`src/hdl/ssad_pkg.sv`:
```
// ssad_pkg: shared types, constants and functions for the autorange display.
// No dependencies; used by every module of the block.
package ssad_pkg;

    localparam int FRAC_BITS   = 10;
    localparam int VALUE_W     = 16 + FRAC_BITS;
    localparam int SCALE_W     = 10;
    localparam int SCALED_W    = 16;
    localparam int DIGITS      = 4;
    localparam int ITEM_CYCLES = DIGITS;

    localparam logic [VALUE_W-1:0] LIM_TEN      = VALUE_W'(10 << FRAC_BITS);
    localparam logic [VALUE_W-1:0] LIM_HUNDRED  = VALUE_W'(100 << FRAC_BITS);
    localparam logic [VALUE_W-1:0] LIM_THOUSAND = VALUE_W'(1000 << FRAC_BITS);

    // x / 10 == (x * DIV10_MUL) >> DIV10_SHIFT for every 16-bit x
    localparam logic [SCALED_W-1:0] DIV10_MUL   = 16'hCCCD;
    localparam int                  DIV10_SHIFT = 19;

    localparam logic [7:0] DP_BIT = 8'b1000_0000;

    typedef enum logic [1:0] {
        PT_NONE     = 2'd0,
        PT_TENS     = 2'd1,
        PT_HUNDREDS = 2'd2,
        PT_THOUSAND = 2'd3
    } point_t;

    typedef struct packed {
        logic                     valid;
        point_t                   point;
        logic [SCALED_W-1:0]      rem;
        logic [DIGITS-1:0][3:0]   digits;
    } stage_t;

    function automatic logic [SCALE_W-1:0] scale_of(input point_t pt);
        logic [SCALE_W-1:0] s;
        unique case (pt)
            PT_THOUSAND: s = SCALE_W'(1000);
            PT_HUNDREDS: s = SCALE_W'(100);
            PT_TENS:     s = SCALE_W'(10);
            default:     s = SCALE_W'(1);
        endcase
        return s;
    endfunction

    function automatic logic [7:0] seg_code(input logic [3:0] d);
        logic [7:0] s;
        unique case (d)
            4'd0:    s = 8'h3F;
            4'd1:    s = 8'h06;
            4'd2:    s = 8'h5B;
            4'd3:    s = 8'h4F;
            4'd4:    s = 8'h66;
            4'd5:    s = 8'h6D;
            4'd6:    s = 8'h7D;
            4'd7:    s = 8'h07;
            4'd8:    s = 8'h7F;
            4'd9:    s = 8'h67;
            default: s = 8'h00;
        endcase
        return s;
    endfunction

endpackage

```
`src/hdl/ssad_scale.sv`:
```
// ssad_scale: range pick on the input, then scale and truncate (two stages).
// Depends on ssad_pkg.
module ssad_scale (
    input  logic                          clk,
    input  logic                          rst_n,
    input  logic                          accept,
    input  logic [ssad_pkg::VALUE_W-1:0]  value,
    output ssad_pkg::stage_t              stage_out
);

    logic                                   valid1_reg;
    logic [ssad_pkg::VALUE_W-1:0]           v_reg;
    ssad_pkg::point_t                       point_reg;
    ssad_pkg::point_t                       point_next;

    logic                                   valid2_reg;
    logic [ssad_pkg::SCALED_W-1:0]          scaled_reg;
    ssad_pkg::point_t                       point2_reg;

    logic [ssad_pkg::VALUE_W+ssad_pkg::SCALE_W-1:0] product;

    always_comb
    begin
        if (value < ssad_pkg::LIM_TEN)
        begin
            point_next = ssad_pkg::PT_THOUSAND;
        end
        else if (value < ssad_pkg::LIM_HUNDRED)
        begin
            point_next = ssad_pkg::PT_HUNDREDS;
        end
        else if (value < ssad_pkg::LIM_THOUSAND)
        begin
            point_next = ssad_pkg::PT_TENS;
        end
        else
        begin
            point_next = ssad_pkg::PT_NONE;
        end
    end

    assign product = (ssad_pkg::VALUE_W + ssad_pkg::SCALE_W)'(v_reg)
                   * (ssad_pkg::VALUE_W + ssad_pkg::SCALE_W)'(ssad_pkg::scale_of(point_reg));

    always_ff @(posedge clk or negedge rst_n)
    begin
        if (!rst_n)
        begin
            valid1_reg <= 1'b0;
            valid2_reg <= 1'b0;
        end
        else
        begin
            valid1_reg <= accept;
            valid2_reg <= valid1_reg;
        end
    end

    always_ff @(posedge clk)
    begin
        if (accept)
        begin
            v_reg     <= value;
            point_reg <= point_next;
        end
        // scaled value stays below 2^16 in every range
        scaled_reg <= product[ssad_pkg::FRAC_BITS +: ssad_pkg::SCALED_W];
        point2_reg <= point_reg;
    end

    always_comb
    begin
        stage_out.valid  = valid2_reg;
        stage_out.point  = point2_reg;
        stage_out.rem    = scaled_reg;
        stage_out.digits = '0;
    end

endmodule

```
`src/hdl/ssad_digit.sv`:
```
// ssad_digit: one decimal digit peeled per stage by reciprocal multiply.
// Depends on ssad_pkg.
module ssad_digit (
    input  logic              clk,
    input  logic              rst_n,
    input  ssad_pkg::stage_t  stage_in,
    output ssad_pkg::stage_t  stage_out
);

    localparam int PROD_W = 2 * ssad_pkg::SCALED_W;
    localparam int Q_W    = PROD_W - ssad_pkg::DIV10_SHIFT;

    logic [PROD_W-1:0]                  prod;
    logic [Q_W-1:0]                     quot;
    logic [ssad_pkg::SCALED_W-1:0]      ten_q;
    logic [ssad_pkg::SCALED_W-1:0]      diff;

    logic                                           valid_reg;
    ssad_pkg::point_t                               point_reg;
    logic [ssad_pkg::SCALED_W-1:0]                  rem_reg;
    logic [ssad_pkg::DIGITS-1:0][3:0]               digits_reg;

    assign prod  = PROD_W'(stage_in.rem) * PROD_W'(ssad_pkg::DIV10_MUL);
    assign quot  = prod[PROD_W-1:ssad_pkg::DIV10_SHIFT];
    assign ten_q = ssad_pkg::SCALED_W'({quot, 3'b000}) + ssad_pkg::SCALED_W'({quot, 1'b0});
    assign diff  = stage_in.rem - ten_q;

    always_ff @(posedge clk or negedge rst_n)
    begin
        if (!rst_n)
        begin
            valid_reg <= 1'b0;
        end
        else
        begin
            valid_reg <= stage_in.valid;
        end
    end

    // digits shift down; after four stages the least significant sits at [0]
    always_ff @(posedge clk)
    begin
        point_reg  <= stage_in.point;
        rem_reg    <= ssad_pkg::SCALED_W'(quot);
        digits_reg <= {diff[3:0], stage_in.digits[ssad_pkg::DIGITS-1:1]};
    end

    always_comb
    begin
        stage_out.valid  = valid_reg;
        stage_out.point  = point_reg;
        stage_out.rem    = rem_reg;
        stage_out.digits = digits_reg;
    end

endmodule

```
`src/hdl/ssad_serial.sv`:
```
// ssad_serial: emits the four digits of a transaction, one per cycle, on
// registered outputs. Depends on ssad_pkg.
module ssad_serial (
    input  logic              clk,
    input  logic              rst_n,
    input  ssad_pkg::stage_t  stage_in,
    output logic              strobe,
    output logic [1:0]        digit_index,
    output logic [3:0]        digit_select,
    output logic [7:0]        segments,
    output logic              last
);

    logic                               active_reg;
    logic                               active_next;
    logic [1:0]                         idx_reg;
    logic [1:0]                         idx_next;
    logic [ssad_pkg::DIGITS-1:0][3:0]   hold_reg;
    ssad_pkg::point_t                   hold_point_reg;

    logic                               emit;
    logic [1:0]                         emit_idx;
    logic [3:0]                         emit_digit;
    ssad_pkg::point_t                   emit_point;

    logic                               strobe_reg;
    logic [1:0]                         index_reg;
    logic [3:0]                         select_reg;
    logic [7:0]                         seg_reg;
    logic                               last_reg;
    logic [7:0]                         seg_next;

    always_comb
    begin
        emit        = 1'b0;
        emit_idx    = idx_reg;
        emit_digit  = hold_reg[idx_reg];
        emit_point  = hold_point_reg;
        active_next = active_reg;
        idx_next    = idx_reg;
        if (stage_in.valid)
        begin
            emit        = 1'b1;
            emit_idx    = 2'd0;
            emit_digit  = stage_in.digits[0];
            emit_point  = stage_in.point;
            active_next = 1'b1;
            idx_next    = 2'd1;
        end
        else if (active_reg)
        begin
            emit     = 1'b1;
            idx_next = idx_reg + 2'd1;
            if (idx_reg == 2'(ssad_pkg::DIGITS - 1))
            begin
                active_next = 1'b0;
            end
        end
    end

    always_comb
    begin
        seg_next = ssad_pkg::seg_code(emit_digit);
        if (emit_point != ssad_pkg::PT_NONE && emit_idx == 2'(emit_point))
        begin
            seg_next = seg_next | ssad_pkg::DP_BIT;
        end
    end

    always_ff @(posedge clk or negedge rst_n)
    begin
        if (!rst_n)
        begin
            active_reg <= 1'b0;
            idx_reg    <= 2'd0;
            strobe_reg <= 1'b0;
        end
        else
        begin
            active_reg <= active_next;
            idx_reg    <= idx_next;
            strobe_reg <= emit;
        end
    end

    always_ff @(posedge clk)
    begin
        if (stage_in.valid)
        begin
            hold_reg       <= stage_in.digits;
            hold_point_reg <= stage_in.point;
        end
        index_reg  <= emit_idx;
        select_reg <= ~(4'b1000 >> emit_idx);
        seg_reg    <= seg_next;
        last_reg   <= (emit_idx == 2'(ssad_pkg::DIGITS - 1));
    end

    assign strobe       = strobe_reg;
    assign digit_index  = index_reg;
    assign digit_select = select_reg;
    assign segments     = seg_reg;
    assign last         = last_reg;

    // a new transaction must never land on a run still in progress
    a_no_overrun: assert property (@(posedge clk) disable iff (!rst_n)
        stage_in.valid |-> !active_reg)
        else $error("digit run overrun");

    a_index_step: assert property (@(posedge clk) disable iff (!rst_n)
        (strobe_reg && !last_reg) |=> (strobe_reg && index_reg == $past(index_reg) + 2'd1))
        else $error("digit run broken");

    a_one_select: assert property (@(posedge clk) disable iff (!rst_n)
        strobe_reg |-> $onehot(~select_reg))
        else $error("digit select not one-cold");

endmodule

```
`src/hdl/seven_segment_autorange_display.sv`:
```
// seven_segment_autorange_display: top level, autoranging four-digit display
// driver. Depends on ssad_pkg, ssad_scale, ssad_digit, ssad_serial.
//
// Usage:
//   Input: drive value (unsigned Q16.10) and raise start; the transaction is
//   taken at a rising edge where start is high and busy is low.
//   Output: four results follow, least significant digit first, each shown
//   for exactly one cycle with strobe high: digit_index, active-low
//   digit_select, segments (a..g in bits 0..6, point in bit 7) and last on
//   the fourth digit.
//   The first digit passes the range pick, the scale multiply, four
//   divide-by-ten stages and the output register, in that order; the other
//   three follow in consecutive cycles. Transactions are paced by the
//   single result port that emits one digit per cycle: busy goes high after
//   each accept and blocks start until the port can take the next run, and
//   the next transaction may enter while earlier ones are still in the
//   pipeline.
//   Reset: rst_n clears all valid bits and the run counter; no strobe until
//   a transaction is accepted.
//   The receiver cannot stall: every result is presented once and is gone
//   in the next cycle.
module seven_segment_autorange_display (
    input  logic                          clk,
    input  logic                          rst_n,
    input  logic                          start,
    output logic                          busy,
    input  logic [ssad_pkg::VALUE_W-1:0]  value,
    output logic                          strobe,
    output logic [1:0]                    digit_index,
    output logic [3:0]                    digit_select,
    output logic [7:0]                    segments,
    output logic                          last
);

    logic [1:0]         cool_reg;
    logic [1:0]         cool_next;
    logic               accept;

    ssad_pkg::stage_t   stage [ssad_pkg::DIGITS+1];

    assign accept = start && !busy;
    assign busy   = (cool_reg != 2'd0);

    always_comb
    begin
        cool_next = cool_reg;
        if (accept)
        begin
            cool_next = 2'(ssad_pkg::ITEM_CYCLES - 1);
        end
        else if (cool_reg != 2'd0)
        begin
            cool_next = cool_reg - 2'd1;
        end
    end

    always_ff @(posedge clk or negedge rst_n)
    begin
        if (!rst_n)
        begin
            cool_reg <= 2'd0;
        end
        else
        begin
            cool_reg <= cool_next;
        end
    end

    ssad_scale u_scale (
        .clk       (clk),
        .rst_n     (rst_n),
        .accept    (accept),
        .value     (value),
        .stage_out (stage[0])
    );

    for (genvar g = 0; g < ssad_pkg::DIGITS; g++)
    begin : g_digit
        ssad_digit u_digit (
            .clk       (clk),
            .rst_n     (rst_n),
            .stage_in  (stage[g]),
            .stage_out (stage[g+1])
        );
    end

    ssad_serial u_serial (
        .clk          (clk),
        .rst_n        (rst_n),
        .stage_in     (stage[ssad_pkg::DIGITS]),
        .strobe       (strobe),
        .digit_index  (digit_index),
        .digit_select (digit_select),
        .segments     (segments),
        .last         (last)
    );

    a_busy_after_accept: assert property (@(posedge clk) disable iff (!rst_n)
        accept |=> busy ##1 busy ##1 busy ##1 !busy)
        else $error("busy window wrong after transaction");

endmodule
```
`config.mk`:
```
export PLATFORM = sky130hd
export DESIGN_NAME = seven_segment_autorange_display
export DESIGN_NICKNAME = d
export VERILOG_FILES = /design/src/hdl/ssad_pkg.sv /design/src/hdl/ssad_scale.sv /design/src/hdl/ssad_digit.sv /design/src/hdl/ssad_serial.sv /design/src/hdl/seven_segment_autorange_display.sv
export SDC_FILE = /design/constraint.sdc
export NUM_CORES = 1
export LEC_CHECK = 0
export BUFFER_PORTS_ARGS = -buffer_cell sky130_fd_sc_hd__buf_2
export CAP_MARGIN = 20
export CORE_MARGIN = 2
export CORE_UTILIZATION = 30
export CTS_CLUSTER_DIAMETER = 40
export DETAILED_ROUTE_END_ITERATION = 7
export PLACE_DENSITY = 0.4
export SYNTH_ARGS = -nofsm -noshare
export SYNTH_HDL_FRONTEND = slang
export SYNTH_SLANG_ARGS = --single-unit
```
`constraint.sdc`:
```
create_clock -name clk -period 7.6 [get_ports clk]
set_clock_uncertainty 0.05 [all_clocks]
set_input_delay 0.38 -clock clk [delete_from_list [all_inputs] [get_ports clk]]
set_output_delay 0.38 -clock clk [all_outputs]
set_load 0.005 [all_outputs]
```
Yosys cells after proc, flatten, opt, wreduce, memory -nomap -nowiden. Memory sizes are Yosys's and may differ from the RTL's. A register that Yosys moved wholly into a read port is not among the register bits. Cells that the tools add are included.

Add/subtract/negate cells: 10. $mul: 5. Magnitude comparators: 4. Eq/ne operators: 6. Shifts and indexed selects: 1. Muxes and demuxes: 17. Bitwise operators: 1. Reduce and logical (&&, ||, !) cells: 8.

Operators with widths (count): multiplier 16 x 16 -> 32 bit (second input constant) (1); case mux 10 bit (3 select lines) (1); multiplier 13 x 16 -> 29 bit (second input constant) (1); < comparator 26 x 14 -> 1 bit (second input constant) (1); < comparator 26 x 17 -> 1 bit (second input constant) (1); < comparator 26 x 20 -> 1 bit (second input constant) (1); multiplier 10 x 16 -> 26 bit (second input constant) (1); multiplier 26 x 10 -> 26 bit (1); multiplier 7 x 16 -> 22 bit (second input constant) (1); adder 4 bit (4); subtractor 4 bit (4); two-way mux 2 bit (6); binary-select mux 4 bit (select 2 bit) (1); equality test 2 bit (second input constant) (4); two-way mux 4 bit (2); nonzero test 2 bit (4); two-way mux 1 bit (7); inverter 4 bit (1); >> shifter 4 x 2 -> 4 bit (first input constant) (1); < comparator 2 x 3 -> 1 bit (second input constant) (1); adder 2 x 1 -> 2 bit (second input constant) (1); equality test 2 x 1 -> 1 bit (second input constant) (1); equality test 2 bit (1); logical AND 1 bit (2); 3 further kinds (3).

Register bits after elaboration: 162. Memory bits (read-only): 112. Output and inout bits: 17. Memories kept: 1.

Memory list: (name not given) (depth 16, bits a word 7, read ports 1, clocked after Yosys merged registers in 1, write ports 0, line ssad_pkg.sv:49) `unique case (d)`.

Logic depth before layout (Yosys ltp). Gate-level depths: netlist of the first run.

Word-level depth: 4. Gate-level depth with buffers: 24.

Modules after synthesis. Synthesis of the first run repeated with hierarchy kept, for this count alone.

Cell total of the unflattened synthesis: 2780. Area, all modules: 29094.2 µm².

Modules (own cells, without submodules): ssad_scale (times used 1, cells each 675, area an instance 6759.0 µm²); ssad_digit at g_digit[0].u_digit (times used 1, cells each 506, area an instance 5283.8 µm²); ssad_digit at g_digit[2].u_digit (times used 1, cells each 508, area an instance 5203.7 µm²); ssad_digit at g_digit[1].u_digit (times used 1, cells each 506, area an instance 5197.5 µm²); ssad_digit at g_digit[3].u_digit (times used 1, cells each 472, area an instance 5052.3 µm²); ssad_serial (times used 1, cells each 103, area an instance 1485.2 µm²); seven_segment_autorange_display (times used 1, cells each 10, area an instance 112.6 µm²).

Worst setup path after synthesis of the first run. No wires, ideal clock.

Path type: reg-to-reg. Start point: register u_scale.point_reg[0]. End point: register u_scale.scaled_reg[14] in the netlist's numbering. Setup time: 0.072 ns. Arrival: 5.799 ns. Path slack: 1.679 ns. Cell stages (with the launch flop): 24. Path buffers: 2. Clock period less this slack: 5.921 ns. Path through: edfxtp_1 > clkbuf_1 > clkbuf_1 > nand2_1 > or2_2 > fa_1 > inv_1 > fa_1 > inv_1 > fa_1 > inv_1 > fa_1 > inv_1 > fa_1 > inv_1 > ha_1 > a2111oi_2 > a211oi_1 > o21a_1 > o2111ai_2 > o21ai_2 > a211o_1 > a21oi_1 > xnor2_1.

Word-level cells in the longest chain between the ends: 3. Elaborated cells between the ends (all ways): 5. Classes of those cells: mul: 1; eq/ne: 3; mux: 1.

RTL lines: start: declaration (line ssad_scale.sv:13) `ssad_pkg::point_t point_reg;`; start signal: assignment (line ssad_scale.sv:64) `point_reg <= point_next;`; equality test 2 x 1 -> 1 bit or equality test 2 bit (tied branches) (line ssad_pkg.sv:38) `unique case (pt)`; case mux 10 bit (3 select lines) (*) (line ssad_pkg.sv:38); multiplier 26 x 10 -> 26 bit (*) (line ssad_scale.sv:43) `* (ssad_pkg::VALUE_W + ssad_pkg::SCALE_W)'(ssad_pkg::scale_of(point_reg));`; via u_scale.product (one bit) (line ssad_scale.sv:20) `logic [ssad_pkg::VALUE_W+ssad_pkg::SCALE_W-1:0] product;`; end signal: assignment (line ssad_scale.sv:67) `scaled_reg <= product[ssad_pkg::FRAC_BITS +: ssad_pkg::SCALED_W];`; end: declaration (line ssad_scale.sv:17) `logic [ssad_pkg::SCALED_W-1:0] scaled_reg;`.

The timed path passes the listed nets; every way through them passes the cells marked *. A chain may end at the register's enable or synchronous reset.

Worst setup path in the final report of the first run.
Start point: register u_scale.point_reg[1]. End point: register u_scale.scaled_reg[14] in the netlist's numbering.

Same word-level chain as after synthesis.

==> results of run 1 <==
final timing paths:
kind	start	endpoint	slack, ns	depth (start not counted)
min in group asynchronous	rst_n	cool_reg[0]	0.25	2
worst max-delay path	u_scale.point_reg[1]	u_scale.scaled_reg[14]	1.45	20
max in group asynchronous	rst_n	g_digit[1].u_digit.valid_reg	7.03	2
worst min register to register	g_digit[2].u_digit.stage_out[15]	g_digit[3].u_digit.stage_out[11]	0.27	0
worst min-delay path	value[23]	u_scale.v_reg[23]	0.05	1
worst max register to register	u_scale.point_reg[1]	u_scale.scaled_reg[14]	1.45	20
cell type report:
| type | count | area (µm²) | area share (%) |
|---|---|---|---|
| well taps | 873 | 1090 | 4.89 |
| multi-input cells | 1244 | 14300 | 63.9 |
| repair buffers | 62 | 378 | 1.69 |
| clock inverters | 15 | 170 | 0.761 |
| clock buffers | 17 | 425 | 1.90 |
| flip-flops and latches | 169 | 3880 | 17.4 |
| inverters | 564 | 2120 | 9.47 |
synthesized netlist by cell type (all sizes together), types with 6 or more instances:
library cell,instances,area share (%)
ha,404,25
nor2,47,0.87
a211oi,8,0.29
or2,18,0.55
a21o,15,0.55
edfxtp,44,6.5
nand2,106,2.0
nand2b,10,0.31
nand3,19,0.47
fa,287,28
a21oi,47,1.2
and2,32,0.98
xor2,24,1.0
mux2i,6,0.29
o21ai,33,0.85
nor2b,10,0.31
xnor2,79,3.4
inv,564,10
and3,12,0.37
o2111ai,6,0.29
clkbuf,29,0.53
nor3,12,0.29
dfrtp,12,1.5
dfxtp,113,11
cells in the final DEF, fill, tap and decap left out, drive strengths merged, types with 6 or more instances in the layout:
cell,instances
a211oi,8
a21o,15
a21oi,47
and2,32
and3,12
buf,52
clkbuf,17
clkinv,6
dfrtp,12
dfxtp,113
dlygate4sd3,10
edfxtp,44
fa,287
ha,404
inv,573
mux2i,6
nand2,106
nand2b,10
nand3,19
nor2,47
nor2b,10
nor3,12
o2111ai,6
o21ai,33
or2,18
xnor2,79
xor2,24
per-layer routing:
layer	global-route usage [%]	routed length, µm	vias to the layer above
met2	24.1	22300	96
met5	0	0	-
met4	2.58	399	0
met1	18.2	21500	6163
li1	-	-	6324
met3	2.27	929	28
metrics by stage:
stage / hold WS, ns / area (µm²)
after floorplan: 0.0344 / 20400
after global placement: 0.226 / 21700
after detailed placement: 0.227 / 21700
after CTS: 0.00443 / 22300
after global routing: 0.0158 / 22300
final: 0.0453 / 22300
critical path: stages, from the launching register on:
cell and delay, ns:
edfxtp_1 0.75, nor2b_1 0.24, buf_4 0.29, nand2_1 0.11, fa_1 0.53, inv_1 0.05, fa_1 0.45, ha_1 0.33
fa_1 0.54, inv_1 0.05, fa_1 0.53, inv_1 0.04, ha_1 0.32, a2111oi_2 0.34, a211oi_1 0.16, o21a_1 0.26
o2111ai_2 0.26, o21ai_2 0.13, a211o_1 0.30, a21oi_1 0.18, xnor2_1 0.13
kinds of logic (layout without fill, tap and decap cells):
kind of cell               Yosys count  count (layout)  share of synthesized area, %
adders and majority gates          693             693                          53.1
buffers and inverters              593             658                          10.9
and+or+nand+nor                    280             280                          6.59
DFF                                169             169                          19.0
xor gates and xnor gates           103             103                          4.42
muxes                               13              13                         0.902
AOI/OAI and AO/OA                  155             155                          5.06
repair_timing:
action	4_1_cts	5_1_grt
hold endpoints to repair	21	0
setup endpoints to repair	0	0
hold buffers	10	0
==> summary.md, run 1 <==
| Metric | Value |
|---|---|
| Cells after Synth | 2,006 |
| Period minus WS final | 6.15 ns |
| DRT Pass-1 Iters | 7 |
| # resized after CTS | 0 |
| Final setup TNS | 0 ns |
| Max Cap Violations | 0 |
| Peak Freq | 163 MHz |
| Width of the die | 265 µm |
| Vias in the first global route | 14,000 |
| EDFF count, synth | 44 |
| Slew Viols, Final | 0 |
| IO buf count | 45 |
| GRT overflow | 0 |
| Most common flop cell mapped by yosys | dfxtp_1 |
| DRT iter0 DRCs | 295 |
| N_diodes | 0 |
| Gpl congestion | 0.819 |
| Slew @ Worst Pin | 0.748 ns |
| Initial antenna violation count | 0 |
| Outcome | finished, final reports clean |
| Initial core utilization | 30.3% |
| Post-Syn Area | 20,400 µm² |
| CP Data Arrival Time | 6.51 ns |
| Worst-path clk slew | 0.08 ns |
| Max-slew headroom | 48.7% |
| Clock sinks | 169 |
| GRT Util Overall | 13.8% |
| Max reg flops | 40 |
| Full die area | 70,100 µm² |
| Net count after synthesis | 2,726 |
| First-pass GRT wire length | 75,200 µm |
| Worst-Skew Late Latency | 0.48 ns |
| Layout cells sized above 1 | 5.75% |
| Critical path class | flip-flop to flip-flop |
| CTS tree | done |
| #FFs+latches synth | 169 |
| Clock root cell | clkbuf_16 |
| Final period util | 80.9% |
| Worst Setup Slack, final | 1.45 ns |
| Fill cell count | 6,974 |
| Max FO, Critical Path | 23 |
| Final Core Density | 33.2% |
| Fin cells | 2,944 |
| Residual DRC count | 0 |
| Post-CTS Setup Bufs | 0 |
| Yosys Warn Count | 0 |
| Mean Syn Cell Area | 10.2 µm² |
| CP Launch Type | flip-flop |
| Placed cells | 2,902 |
| Routed wire length | 45,100 µm |
| Routed WL per cell | 15.3 µm |
| Clock H-tree levels | 4 |
| Total core area | 67,300 µm² |
| Post-DP HPWL | 39,400 µm |
| Site row count | 95 |
| Area grow syn2layout | 9.60% |
| Final setup viols | 0 |
| Netlist cell types | 59 |
| Pre-CTS WS | 1.42 ns |
| Final hold violation count | 0 |
| Die height | 265 µm |
| Vias | 12,600 |
| Post-synth ARST share | 7.10% |
| Max clock buf depth | 2 |
| RSZ-0062 raised after global routing | false |
| Inserted Clock Buffers | 17 |
| Final net count | 2,778 |
| Vias per cell | 4.28 |
| Final ANT Viol Nets | 0 |
| Sequential fraction of the synthesis area | 19.0% |
| CP Capture Type | flip-flop |
| Required @ worst endpoint | 7.96 ns |
| Ports | 46 |
| Hold WC Path Type | input port to flip-flop |
| Largest net degree at the start of global routing | 33 |
Power of run 1 is left out: the tool's default activity adds up to more than one toggle a clock period on the data nets, which glitch-free logic cannot reach.
==> inputs of run 2 (changes only) <==
--- a/config.mk
+++ b/config.mk
@@ -11,7 +11,7 @@
 export CORE_UTILIZATION = 30
 export CTS_CLUSTER_DIAMETER = 40
 export DETAILED_ROUTE_END_ITERATION = 7
-export PLACE_DENSITY = 0.4
+export PLACE_DENSITY = 0.42
 export SYNTH_ARGS = -nofsm -noshare
 export SYNTH_HDL_FRONTEND = slang
 export SYNTH_SLANG_ARGS = --single-unit
==> constraint.sdc (replaced) <==
create_clock -name clk -period 5.4 [get_ports clk]
set_clock_uncertainty 0.05 [all_clocks]
set_input_delay 0.27 -clock clk [delete_from_list [all_inputs] [get_ports clk]]
set_output_delay 0.27 -clock clk [all_outputs]
set_load 0.005 [all_outputs]
==> run 2 against run 1 <==
Against the previous run: count of clock-buffer cells in the layout rose by 1; critical path depth increased by 4; final cell count is 7.4% higher; non-clock buffer count is 217 higher; via count rose by 6.2%; largest cell class unchanged; the run now ends with setup timing left.
==> summary.md, run 2 (synthesized netlist as in run 1, its figures left out) <==
| Metric | Value |
|---|---|
| Pre-CTS WS | -0.367 ns |
| Vias | 13,400 |
| Critical path class | flip-flop to flip-flop |
| Worst-path clk slew | 0.08 ns |
| Post-DP HPWL | 40,400 µm |
| Outcome | complete, but fails checks |
| Max FO, Critical Path | 5 |
| Initial core utilization | 30.3% |
| IO buf count | 45 |
| Slew Viols, Final | 0 |
| Worst R2R Setup Slack | -0.06 ns |
| RSZ-0062 raised after global routing | true |
| R2R depth | 24 |
| Commonest non-fill, non-tap cells in the layout | inv_1, ha_1, fa_1, buf_4, nand2_1 |
| N_diodes | 0 |
| Vias in the first global route | 14,800 |
| Gpl congestion | 0.865 |
| CP Capture Type | flip-flop |
| Largest net degree at the start of global routing | 31 |
| Required @ worst endpoint | 5.75 ns |
| Area grow syn2layout | 22.3% |
| Width of the die | 265 µm |
| Final net count | 2,995 |
| Routed WL per cell | 14.6 µm |
| Violated checks | setup timing |
| Max clock buf depth | 2 |
| Worst flop-to-flop path endpoint | u_scale.scaled_reg[14] |
| Slew @ Worst Pin | 0.828 ns |
| Clock sinks | 169 |
| Period minus WS final | 5.46 ns |
| Final hold violation count | 0 |
| Site row count | 95 |
| Hold WC Path Type | input port to asynchronous set/reset pin |
| Routed wire length | 46,100 µm |
| DRT iter0 DRCs | 324 |
| Residual DRC count | 0 |
| Crit Reg-Reg Startpoint | u_scale.point_reg[0] |
| Die height | 265 µm |
| Initial antenna violation count | 0 |
| Ports | 46 |
| CP Launch Type | flip-flop |
| Commonest non-fill, non-tap cell in the layout | inv_1 |
| Clock root cell | clkbuf_16 |
| Worst Setup Slack, final | -0.0630 ns |
| Layout cells sized above 1 | 19.8% |
| Final period util | 101% |
| Peak Freq | 183 MHz |
| Max reg flops | 40 |
| DRT Pass-1 Iters | 4 |
| CP Data Arrival Time | 5.81 ns |
| GRT overflow | 0 |
| Final setup viols | 3 |
| First-pass GRT wire length | 76,700 µm |
| Total core area | 67,300 µm² |
| Full die area | 70,100 µm² |
| Final ANT Viol Nets | 0 |
| CTS tree | done |
| Max Cap Violations | 0 |
| Inserted Clock Buffers | 17 |
| Max-slew headroom | 43.2% |
| GRT Util Overall | 13.9% |
| Vias per cell | 4.24 |
| Clock H-tree levels | 4 |
| Worst-Skew Late Latency | 0.47 ns |
-- run 2: layer usage --
metal | track usage, % | part of all wire, % | vias up
met4 | 3.62 | 1.7 | 0
met1 | 17.5 | 45 | 6505
met5 | 0 | 0 | -
li1 | - | - | 6766
met2 | 25.3 | 51 | 88
met3 | 1.63 | 1.7 | 36
-- run 2: critical path, stage by stage (launching register included) --
cell	delay [ns]
edfxtp_1	0.45
nor2b_1	0.13
buf_4	0.17
buf_6	0.10
nand2_2	0.04
fa_1	0.49
inv_1	0.05
fa_1	0.47
inv_1	0.05
fa_1	0.47
inv_1	0.05
fa_1	0.47
inv_1	0.05
fa_1	0.49
inv_1	0.04
ha_1	0.26
o21a_1	0.18
nor2_2	0.11
a211oi_2	0.06
o21a_2	0.25
o2111ai_4	0.25
o21ai_4	0.09
a211o_1	0.34
a21oi_2	0.14
xnor2_1	0.12
-- run 2: what timing repair did --
action,CTS,global route
pin swaps,65,69
hold buffers,28,0
gates cloned,2,0
resized for setup,73,101
endpoints found under the setup margin,21,29
buffers inserted,13,10
endpoints found under the hold margin,39,0
-- run 2: area by class of cell --
type                            count  area (µm²)
Fill cell                        6771       42300
Multi-Input combinational cell   1244       15100
Clock inverter                     14         153
Timing Repair Buffer              279        2160
Sequential cell                   169        3920
Tap cell                          873        1090
Clock buffer                       18         429
Inverter                          564        2120
-- run 2: worst max path at each step --
stage                      startpoint                                to  depth (start not counted)
4_1_cts          u_scale.point_reg[0]            u_scale.scaled_reg[14]                         24
3_3_place_gp   u_scale.scaled_reg[11]  g_digit[0].u_digit.stage_out[15]                         24
6_report         u_scale.point_reg[0]            u_scale.scaled_reg[14]                         24
3_5_place_dp   u_scale.scaled_reg[11]  g_digit[0].u_digit.stage_out[15]                         24
2_1_floorplan    u_scale.point_reg[0]            u_scale.scaled_reg[14]                         24
5_1_grt          u_scale.point_reg[0]            u_scale.scaled_reg[14]                         24
-- run 2: per-stage QoR --
step	hold WS [ns]	TNS (ns)	cells	util, %	cell area, µm²
floorplan	-0.0756	-0.116	2006	-	20500
global placement	0.110	-2.53	3079	34.2	23000
detailed placement	0.114	-3.07	3079	34.2	23000
CTS	0.115	-0.196	3152	36.3	24400
global route	0.155	-4.00	3161	37.1	24900
finish	0.152	-0.107	3161	37.1	24900
Power of run 2 is left out for the same reason.
==> inputs of run 3 (changes only) <==
--- a/config.mk
+++ b/config.mk
@@ -15,3 +15,4 @@
 export SYNTH_ARGS = -nofsm -noshare
 export SYNTH_HDL_FRONTEND = slang
 export SYNTH_SLANG_ARGS = --single-unit
+export TNS_END_PERCENT = 1
==> run 3 against run 2 <==
Against the previous run: the run still ends with setup timing left; utilization down 0.99 points; final cell count fell by 0.73%; worst setup slack worse by 0.054 ns; register-to-register slack got worse by 0.05 ns; sequential cell count stayed put.
==> summary.md, run 3 (synthesized netlist as in run 1, its figures left out) <==
| Metric | Value |
|---|---|
| Final net count | 2,972 |
| Hold path endpoint | cool_reg[0] |
| Required @ worst endpoint | 5.70 ns |
| Slowest cell on crit path | fa_1 |
| CP Capture Type | flip-flop |
| Vias in the first global route | 14,700 |
| Max incr delay on CP | 0.54 ns |
| Die height | 265 µm |
| Post-DP HPWL | 39,800 µm |
| Total core area | 67,300 µm² |
| GRT Util Overall | 13.8% |
| Largest net degree at the start of global routing | 36 |
| R2R depth | 24 |
| CTS tree | done |
| Initial core utilization | 30.3% |
| DRT Pass-1 Iters | 4 |
| Area grow syn2layout | 19.0% |
| Critical path class | flip-flop to flip-flop |
| Max reg flops | 40 |
| Post-DP Area | 23,000 µm² |
| Hold path depth | 3 |
| Final ANT Viol Nets | 0 |
| Vias | 13,200 |
| CP Launch Type | flip-flop |
| Slew @ Worst Pin | 0.859 ns |
| Routed wire length | 45,000 µm |
| Gpl congestion | 0.875 |
| CP Data Arrival Time | 5.82 ns |
| Site row count | 95 |
| Slew Viols, Final | 0 |
| Outcome | complete, but fails checks |
| Clock root cell | clkbuf_16 |
| Period minus WS final | 5.52 ns |
| Full die area | 70,100 µm² |
| Vias per cell | 4.21 |
| Final setup TNS | -0.394 ns |
| Hold Slack | 0.0470 ns |
| Worst R2R Setup Slack | -0.12 ns |
| Crit Reg-Reg Startpoint | u_scale.scaled_reg[11] |
| N_diodes | 0 |
| Layout cells sized above 1 | 15.7% |
| Worst-Skew Late Latency | 0.47 ns |
| Clock sinks | 169 |
| Max Cap Violations | 0 |
| Peak Freq | 181 MHz |
| Clock H-tree levels | 4 |
| Max-slew headroom | 41.1% |
| Routed WL per cell | 14.3 µm |
| Most common cell on crit path | fa_1 |
| Finished layout cell area | 24,300 µm² |
| Commonest non-fill, non-tap cells in the layout | inv_1, ha_1, fa_1, buf_4, dfxtp_1 |
| Final setup viols | 7 |
| Hold_sp | start |
| DRT iter0 DRCs | 349 |
| Hold WC Path Type | input port to flip-flop |
| CP Cell Sequence | ha_4 > ha_1 > inv_1 > fa_1 > inv_1 > fa_1 > fa_1 > inv_2 > fa_1 > inv_1 > ha_4 > nand4_1 > a211oi_2 > a221oi_2 > buf_4 > o21ai_2 > a21o_1 > a21oi_2 > o21bai_1 > xor2_1 > ha_2 > xnor2_2 > xnor2_1 > xnor2_1 |
| Width of the die | 265 µm |
| IO buf count | 45 |
| Worst-path clk slew | 0.07 ns |
| Initial antenna violation count | 0 |
| Commonest non-fill, non-tap cell in the layout | inv_1 |
| GRT overflow | 0 |
| First-pass GRT wire length | 75,500 µm |
| Final period util | 102% |
| RSZ-0062 raised after global routing | true |
| Residual DRC count | 0 |
| Worst flop-to-flop path endpoint | g_digit[0].u_digit.stage_out[15] |
| Violated checks | setup timing |
| Ports | 46 |
| Worst Setup Slack, final | -0.117 ns |
| Max FO, Critical Path | 3 |
| Final hold violation count | 0 |
| Max clock buf depth | 2 |
| Pre-CTS WS | -0.459 ns |
| Inserted Clock Buffers | 17 |
[run 3: worst max path at each step]
stage,from,end,cells past startpoint
2_1_floorplan,u_scale.point_reg[0],u_scale.scaled_reg[14],24
5_1_grt,u_scale.point_reg[0],u_scale.scaled_reg[14],20
3_3_place_gp,u_scale.scaled_reg[11],g_digit[0].u_digit.stage_out[15],24
6_report,u_scale.scaled_reg[11],g_digit[0].u_digit.stage_out[15],24
3_5_place_dp,u_scale.scaled_reg[11],g_digit[0].u_digit.stage_out[15],24
4_1_cts,u_scale.point_reg[0],u_scale.scaled_reg[14],22
[run 3: final cells by class]
cell class / count / area [µm²]
flip-flops and latches: 169 / 3900
clock inverters: 15 / 193
well taps: 873 / 1090
repair buffers: 256 / 1940
clock buffers: 17 / 425
multi-input cells: 1244 / 14600
inverters: 564 / 2120
fillers: 6815 / 43000
[run 3: critical path, delay by kind of cell, from the launching register on]
family	cells	cell delay [ns]
flip-flops	1	0.37
AND/OR/NAND/NOR	1	0.10
buffers and inverters	5	0.40
AO/OA/AOI/OAI	6	0.90
adder cells (fa/ha/maj)	8	3.03
XOR/XNOR	4	0.58
[run 3: timing repair]
action / 4_1_cts / 5_1_grt
hold buffers: 27 / 0
resized for setup: 41 / 28
pin swaps: 31 / 16
hold endpoints to repair: 38 / 0
buffers inserted: 4 / 0
cloned: 1 / 0
setup endpoints to repair: 22 / 31
[run 3: metal layers]
layer  vias to the layer above  global-route usage [%]  share of wire [%]
met3                        38                    1.90                2.0
met5                         -                       0                  0
met2                       109                    24.6                 50
met4                         0                    3.86                1.9
met1                      6347                    17.3                 46
li1                       6706                       -                  -
[run 3: through the flow]
stage	util (%)	cells
2_1_floorplan	-	2006
3_3_place_gp	34.2	3074
3_5_place_dp	34.2	3074
4_1_cts	35.9	3138
5_1_grt	36.1	3138
6_report	36.1	3138
Power of run 3 is left out for the same reason.
